--- src/rrpt_pkg.sv ---
package rrpt_pkg;

    localparam int SLOTS   = 128;
    localparam int SLOT_W  = $clog2(SLOTS);
    localparam int CNT_W   = $clog2(SLOTS + 1);
    localparam int STATE_W = 2;
    localparam int STACK_W = 64;

    typedef logic [SLOT_W-1:0]  slot_t;
    typedef logic [STATE_W-1:0] pstate_t;
    typedef logic [STACK_W-1:0] stack_t;

    localparam pstate_t ST_FREE    = 2'd0;
    localparam pstate_t ST_READY   = 2'd1;
    localparam pstate_t ST_BLOCKED = 2'd2;
    localparam pstate_t ST_KILLED  = 2'd3;

    localparam logic [2:0] REQ_TICK    = 3'd0;
    localparam logic [2:0] REQ_LOAD    = 3'd1;
    localparam logic [2:0] REQ_KILL    = 3'd2;
    localparam logic [2:0] REQ_BLOCK   = 3'd3;
    localparam logic [2:0] REQ_UNBLOCK = 3'd4;

    typedef struct packed {
        logic    en;
        slot_t   addr;
        pstate_t data;
    } st_wr_t;

    typedef struct packed {
        logic   en;
        slot_t  addr;
        stack_t data;
    } stk_wr_t;

    function automatic slot_t next_slot(input slot_t s);
        return (s == slot_t'(SLOTS - 1)) ? '0 : s + 1'b1;
    endfunction

endpackage

--- src/rrpt_state_ram.sv ---
module rrpt_state_ram
(
    input  logic             clk,
    input  logic             rst_n,
    input  rrpt_pkg::st_wr_t wr,
    input  rrpt_pkg::slot_t  rd_addr,
    output rrpt_pkg::pstate_t rd_data
);

    rrpt_pkg::pstate_t          mem_reg [rrpt_pkg::SLOTS];
    logic [rrpt_pkg::SLOTS-1:0] valid_reg;
    rrpt_pkg::pstate_t          q_reg;
    logic                       q_vld_reg;

    always_ff @(posedge clk)
    begin
        if (wr.en)
        begin
            mem_reg[wr.addr] <= wr.data;
        end
        q_reg <= mem_reg[rd_addr];
    end

    // entry reads as free until first written
    always_ff @(posedge clk or negedge rst_n)
    begin
        if (!rst_n)
        begin
            valid_reg <= '0;
            q_vld_reg <= 1'b0;
        end
        else
        begin
            if (wr.en)
            begin
                valid_reg[wr.addr] <= 1'b1;
            end
            q_vld_reg <= valid_reg[rd_addr];
        end
    end

    assign rd_data = q_vld_reg ? q_reg : rrpt_pkg::ST_FREE;

endmodule

--- config.mk ---
export PLATFORM = sky130hd
export DESIGN_NAME = rrpt_state_ram
export DESIGN_NICKNAME = d
export VERILOG_FILES = /design/src/rrpt_pkg.sv /design/src/rrpt_state_ram.sv
export SDC_FILE = /design/constraint.sdc
export NUM_CORES = 1
export LEC_CHECK = 0
export BUFFER_PORTS_ARGS = -buffer_cell sky130_fd_sc_hd__buf_2
export CORE_UTILIZATION = 50
export CTS_CLUSTER_DIAMETER = 50
export CTS_CLUSTER_SIZE = 14
export DETAILED_ROUTE_END_ITERATION = 16
export PLACE_DENSITY = 0.66
export SLEW_MARGIN = 5
export SYNTH_ARGS = -nofsm -noshare
export SYNTH_HDL_FRONTEND = slang
export SYNTH_SLANG_ARGS = --single-unit
--- constraint.sdc ---
create_clock -name clk -period 5.2 [get_ports clk]
set_input_delay 0.52 -clock clk [delete_from_list [all_inputs] [get_ports clk]]
set_output_delay 0.52 -clock clk [all_outputs]
set_load 0.01 [all_outputs]
======== Word-level counts from Yosys, hierarchy flattened ========
Memories as Yosys holds them, arrays and structs flattened. A register that Yosys moved wholly into a read port is not among the register bits.
Cells that the tools add are included.
storage, ports and cells
  register bits after elaboration ......... 129
  bits in writable memories ............... 256
  output and inout bits ................... 2
  logic and storage cells ................. 15
  memories kept ........................... 1
operators by class
  order comparisons ....................... 3
  muxes and demuxes ....................... 7
  bitwise operators ....................... 1
  reductions and logical operators ........ 1
memories
  memory   depth  width  rd ports  clocked after Yosys merged registers in  wr ports  RTL line              RTL
  mem_reg  128    2      1         1                                        1         rrpt_state_ram.sv:10  rrpt_pkg::pstate_t mem_reg [rrpt_pkg::SLOTS];
operators by type and width
  kind                                                 count
  OR 128 bit                                           1
  < comparator 7 x 8 -> 1 bit, second input constant   2
  binary-select mux 1 bit (select 7 bit)               1
  demux 1 bit (select 7 bit)                           1
  >= comparator 7 x 1 -> 1 bit, second input constant  1
  two-way mux 1 bit                                    4
  two-way mux 2 bit                                    1
  logical AND 1 bit                                    1

======== Logic depth before layout (Yosys ltp) ========
  word-level depth ........................ 5
  mapped depth ............................ 7
  mapped depth without buffers ............ 4

======== Worst setup path before layout ========
No wires, ideal clock.
  path kind ............................... input to register
  from .................................... input rd_addr[2]
  to ...................................... register q_vld_reg
  arrival time ............................ 2.786 ns
  slack ................................... 2.289 ns
  stages .................................. 7
  path buffers ............................ 3
  cells stage by stage .................... clkbuf_1 -> buf_2 -> clkbuf_1 -> mux4_2 -> mux4_2 -> mux4_2 -> mux2_2
between the ends
  cells in the longest elaborated chain, start to end .. 2
RTL lines
  element                                  RTL line              RTL
  start, declared                          rrpt_state_ram.sv:6   input rrpt_pkg::slot_t rd_addr,
  binary-select mux 1 bit (select 7 bit)   rrpt_state_ram.sv:38  q_vld_reg <= valid_reg[rd_addr];
  two-way mux 1 bit (implied by the code)  rrpt_state_ram.sv:38
  end signal, assigned                     rrpt_state_ram.sv:38
  end, declared                            rrpt_state_ram.sv:13  logic q_vld_reg;
No other way between the ends. The select of a mux whose other input is x is not followed.
A chain may end at the register's enable or synchronous reset.

======== Worst setup path in the final report ========
  from .................................... input rd_addr[0]
  to ...................................... register q_vld_reg
Same word-level chain as after synthesis.

==> flow_metrics.env <==
export IMPL_status="finished, final reports clean"
export IMPL_synth_distinct_cells=16
export IMPL_syn_avg_cell_area_um2=18.3
export IMPL_register_area_um2=11000
export IMPL_path_class="input pin to flop"
export IMPL_grt_pass1_wl_mm=51.4
export IMPL_htree_levels=2
export IMPL_min_period_ps=2900
export IMPL_grt_max_degree=85
export IMPL_ys_flop_type="edfxtp_1"
export IMPL_worstSetupStartpointType="input pin"
export IMPL_drive_gt1_frac=0.380
export IMPL_die_h_um=178
export IMPL_synth_enable_flop_cells=256
export IMPL_layout_nets=901
export IMPL_viasPerCell=5.91
export IMPL_async_reset_ff_frac=0.333
export IMPL_rows=64
export IMPL_slew_limit_headroom=0.269
export IMPL_post_synth_inst_count=845
export IMPL_tns_ps=0
export IMPL_drv_cap=0
export IMPL_syn_num_nets=864
export IMPL_cts_tree="done"
export IMPL_end_kind="flop"
export IMPL_multi_input_area_um2=4330
export IMPL_crit_top_cell="mux4_2"
export IMPL_cp_slowest_cell="buf_6"
export IMPL_ff2ff_setup_slack_ps=2890
export IMPL_min_path_type="input pin to asynchronous set/reset pin"
export IMPL_tightest_slew_ps=1090
export IMPL_clockRootBuffer="clkbuf_16"
export IMPL_yosysWarnings=0
export IMPL_max_stage_delay_ps=540
export IMPL_critPathMaxFanout=49
export IMPL_cts_hold_buf=0
export IMPL_power_density_nw_per_um2=392
export IMPL_drtPass1Iterations=5
export IMPL_die_w_um=178
export IMPL_gr_usage_all_layers=0.227
export IMPL_netlist_area_um2=15500
export IMPL_drc=0
export IMPL_ys_ff_latch=387
export IMPL_p_leak_nw=6.42
export IMPL_clock_sinks=387
export IMPL_start_util=0.507
export IMPL_crit_chain="buf_6 -> buf_12 -> mux4_2 -> mux4_2 -> mux4_2 -> mux2_2"
export IMPL_io_pins=21
export IMPL_yosysSeqAreaShare=0.708
export IMPL_skew_ps=20.0
export IMPL_final_util=0.566
export IMPL_wl_per_cell_um=26.1
export IMPL_synth_top_area_share=0.497
export IMPL_die_area_um2=31600
export IMPL_rsz0062_at_grt="no"
export IMPL_critical_path_arrival_ps=3300
export IMPL_critical_path_buf_inv_count=2
export IMPL_num_vias=7730
export IMPL_grt_pass1_vias=8100
export IMPL_wirelength_mm=34.2
export IMPL_postCtsSetupRepairBufs=0
export IMPL_hold_violations=0
export IMPL_area_delta_synth_final_pct=11.7
export IMPL_fmax_mhz=345
export IMPL_fp_coreArea_um2=30500
export IMPL_clk_insertion_delay_late_ps=530
export IMPL_diodes=0
export IMPL_nFillCells=2298
export IMPL_finalSetupViolCount=0
export IMPL_synth_area_leaders="edfxtp_1 50%, dfrtp_1 21%, mux4_2 18%"
export IMPL_hpwl_mm=20.9
export IMPL_cts_repair_resized=0
export IMPL_drtIter0Drc=800
export IMPL_yosysMostFrequentCell="edfxtp_1"
export IMPL_crit_required_ps=5600
export IMPL_clockBufferDepth=3
export IMPL_gp_congestion=0.801
export IMPL_yosysTopAreaCell="edfxtp_1"
export IMPL_synthTopCellsByCount="256 x edfxtp_1, 131 x nor2_1, 129 x dfrtp_1"
export IMPL_ir_worst_vdd_uv=240
export IMPL_ant_nets=0
export IMPL_grt_overflow=0
export IMPL_cp_top_family="multiplexers"
export IMPL_antenna_found_initial=1
export IMPL_clk_pin_slew_ps=70
export IMPL_final_max_slew_viol_count=0
export IMPL_portBuffers=20
export IMPL_numCtsBuffers=38
export IMPL_largest_reg_flops=256
export IMPL_finalCritPeriodShare=0.557
## kinds of logic after synthesis
kind of cell,share of synthesized area
buf+inv,0.0119
flops,0.708
mux,0.186
simple gates,0.0942
## area by class of cell
cell class                 instances  share of cell area
sequential                       387               0.634
multi-input combinational        421               0.251
clock buffer                      52              0.0592
tap                              396              0.0287
timing repair buffer              34              0.0145
clock inverter                    17              0.0130
## per-layer routing
| metal | wire (µm) | GRT usage | share of wire |
|---|---|---|---|
| met5 | 9 | 0 | 0.00026 |
| met4 | 839 | 0.0652 | 0.025 |
| met3 | 2480 | 0.0450 | 0.073 |
| met2 | 16200 | 0.353 | 0.47 |
| met1 | 14600 | 0.328 | 0.43 |
## cell usage in the layout (no fill, tap or decap), types with 5 or more instances in the layout
cell type / netlist / routed
buf_2: 6 / 15
buf_4: 0 / 15
clkbuf_1: 22 / 12
clkbuf_16: 0 / 38
dfrtp_1: 129 / 129
edfxtp_1: 256 / 256
inv_6: 0 / 5
mux4_2: 126 / 126
nand2_1: 12 / 12
nand3_1: 10 / 10
nor2_1: 131 / 131
nor2b_1: 7 / 7
or2_2: 128 / 128
## path summary, 6_finish.rpt
kind,startpoint,cells past startpoint,to
min in group clk,rd_addr[5],2,q_reg[1]
max in group asynchronous,rst_n,2,valid_reg[111]
worst min-delay path,rst_n,1,valid_reg[8]
worst max register to register,mem_reg[21][0],4,q_reg[0]
worst min register to register,valid_reg[39],1,valid_reg[39]
worst max-delay path,rd_addr[0],6,q_vld_reg
## where the power goes
part | switching, mW | total [mW] | leakage (nW) | internal [mW]
logic | 0.242 | 0.510 | 1.80 | 0.268
registers | 0.0703 | 3.50 | 4.02 | 3.43
clock network | 1.17 | 2.77 | 0.595 | 1.60
total | 1.48 | 6.78 | 6.42 | 5.30
## per-stage QoR
stage	area, µm²	hold WS [ps]	cells	setup WS [ps]	power [mW]
3_3_place_gp	16000	443	1238	1710	4.07
2_1_floorplan	15500	224	845	2290	3.88
6_report	17300	58.0	1307	2300	6.78
3_5_place_dp	16000	449	1238	1690	4.08
4_1_cts	17300	102	1307	2250	6.83
5_1_grt	17300	130	1307	2150	6.99
Note: power is estimated with default switching activity, not from simulation.
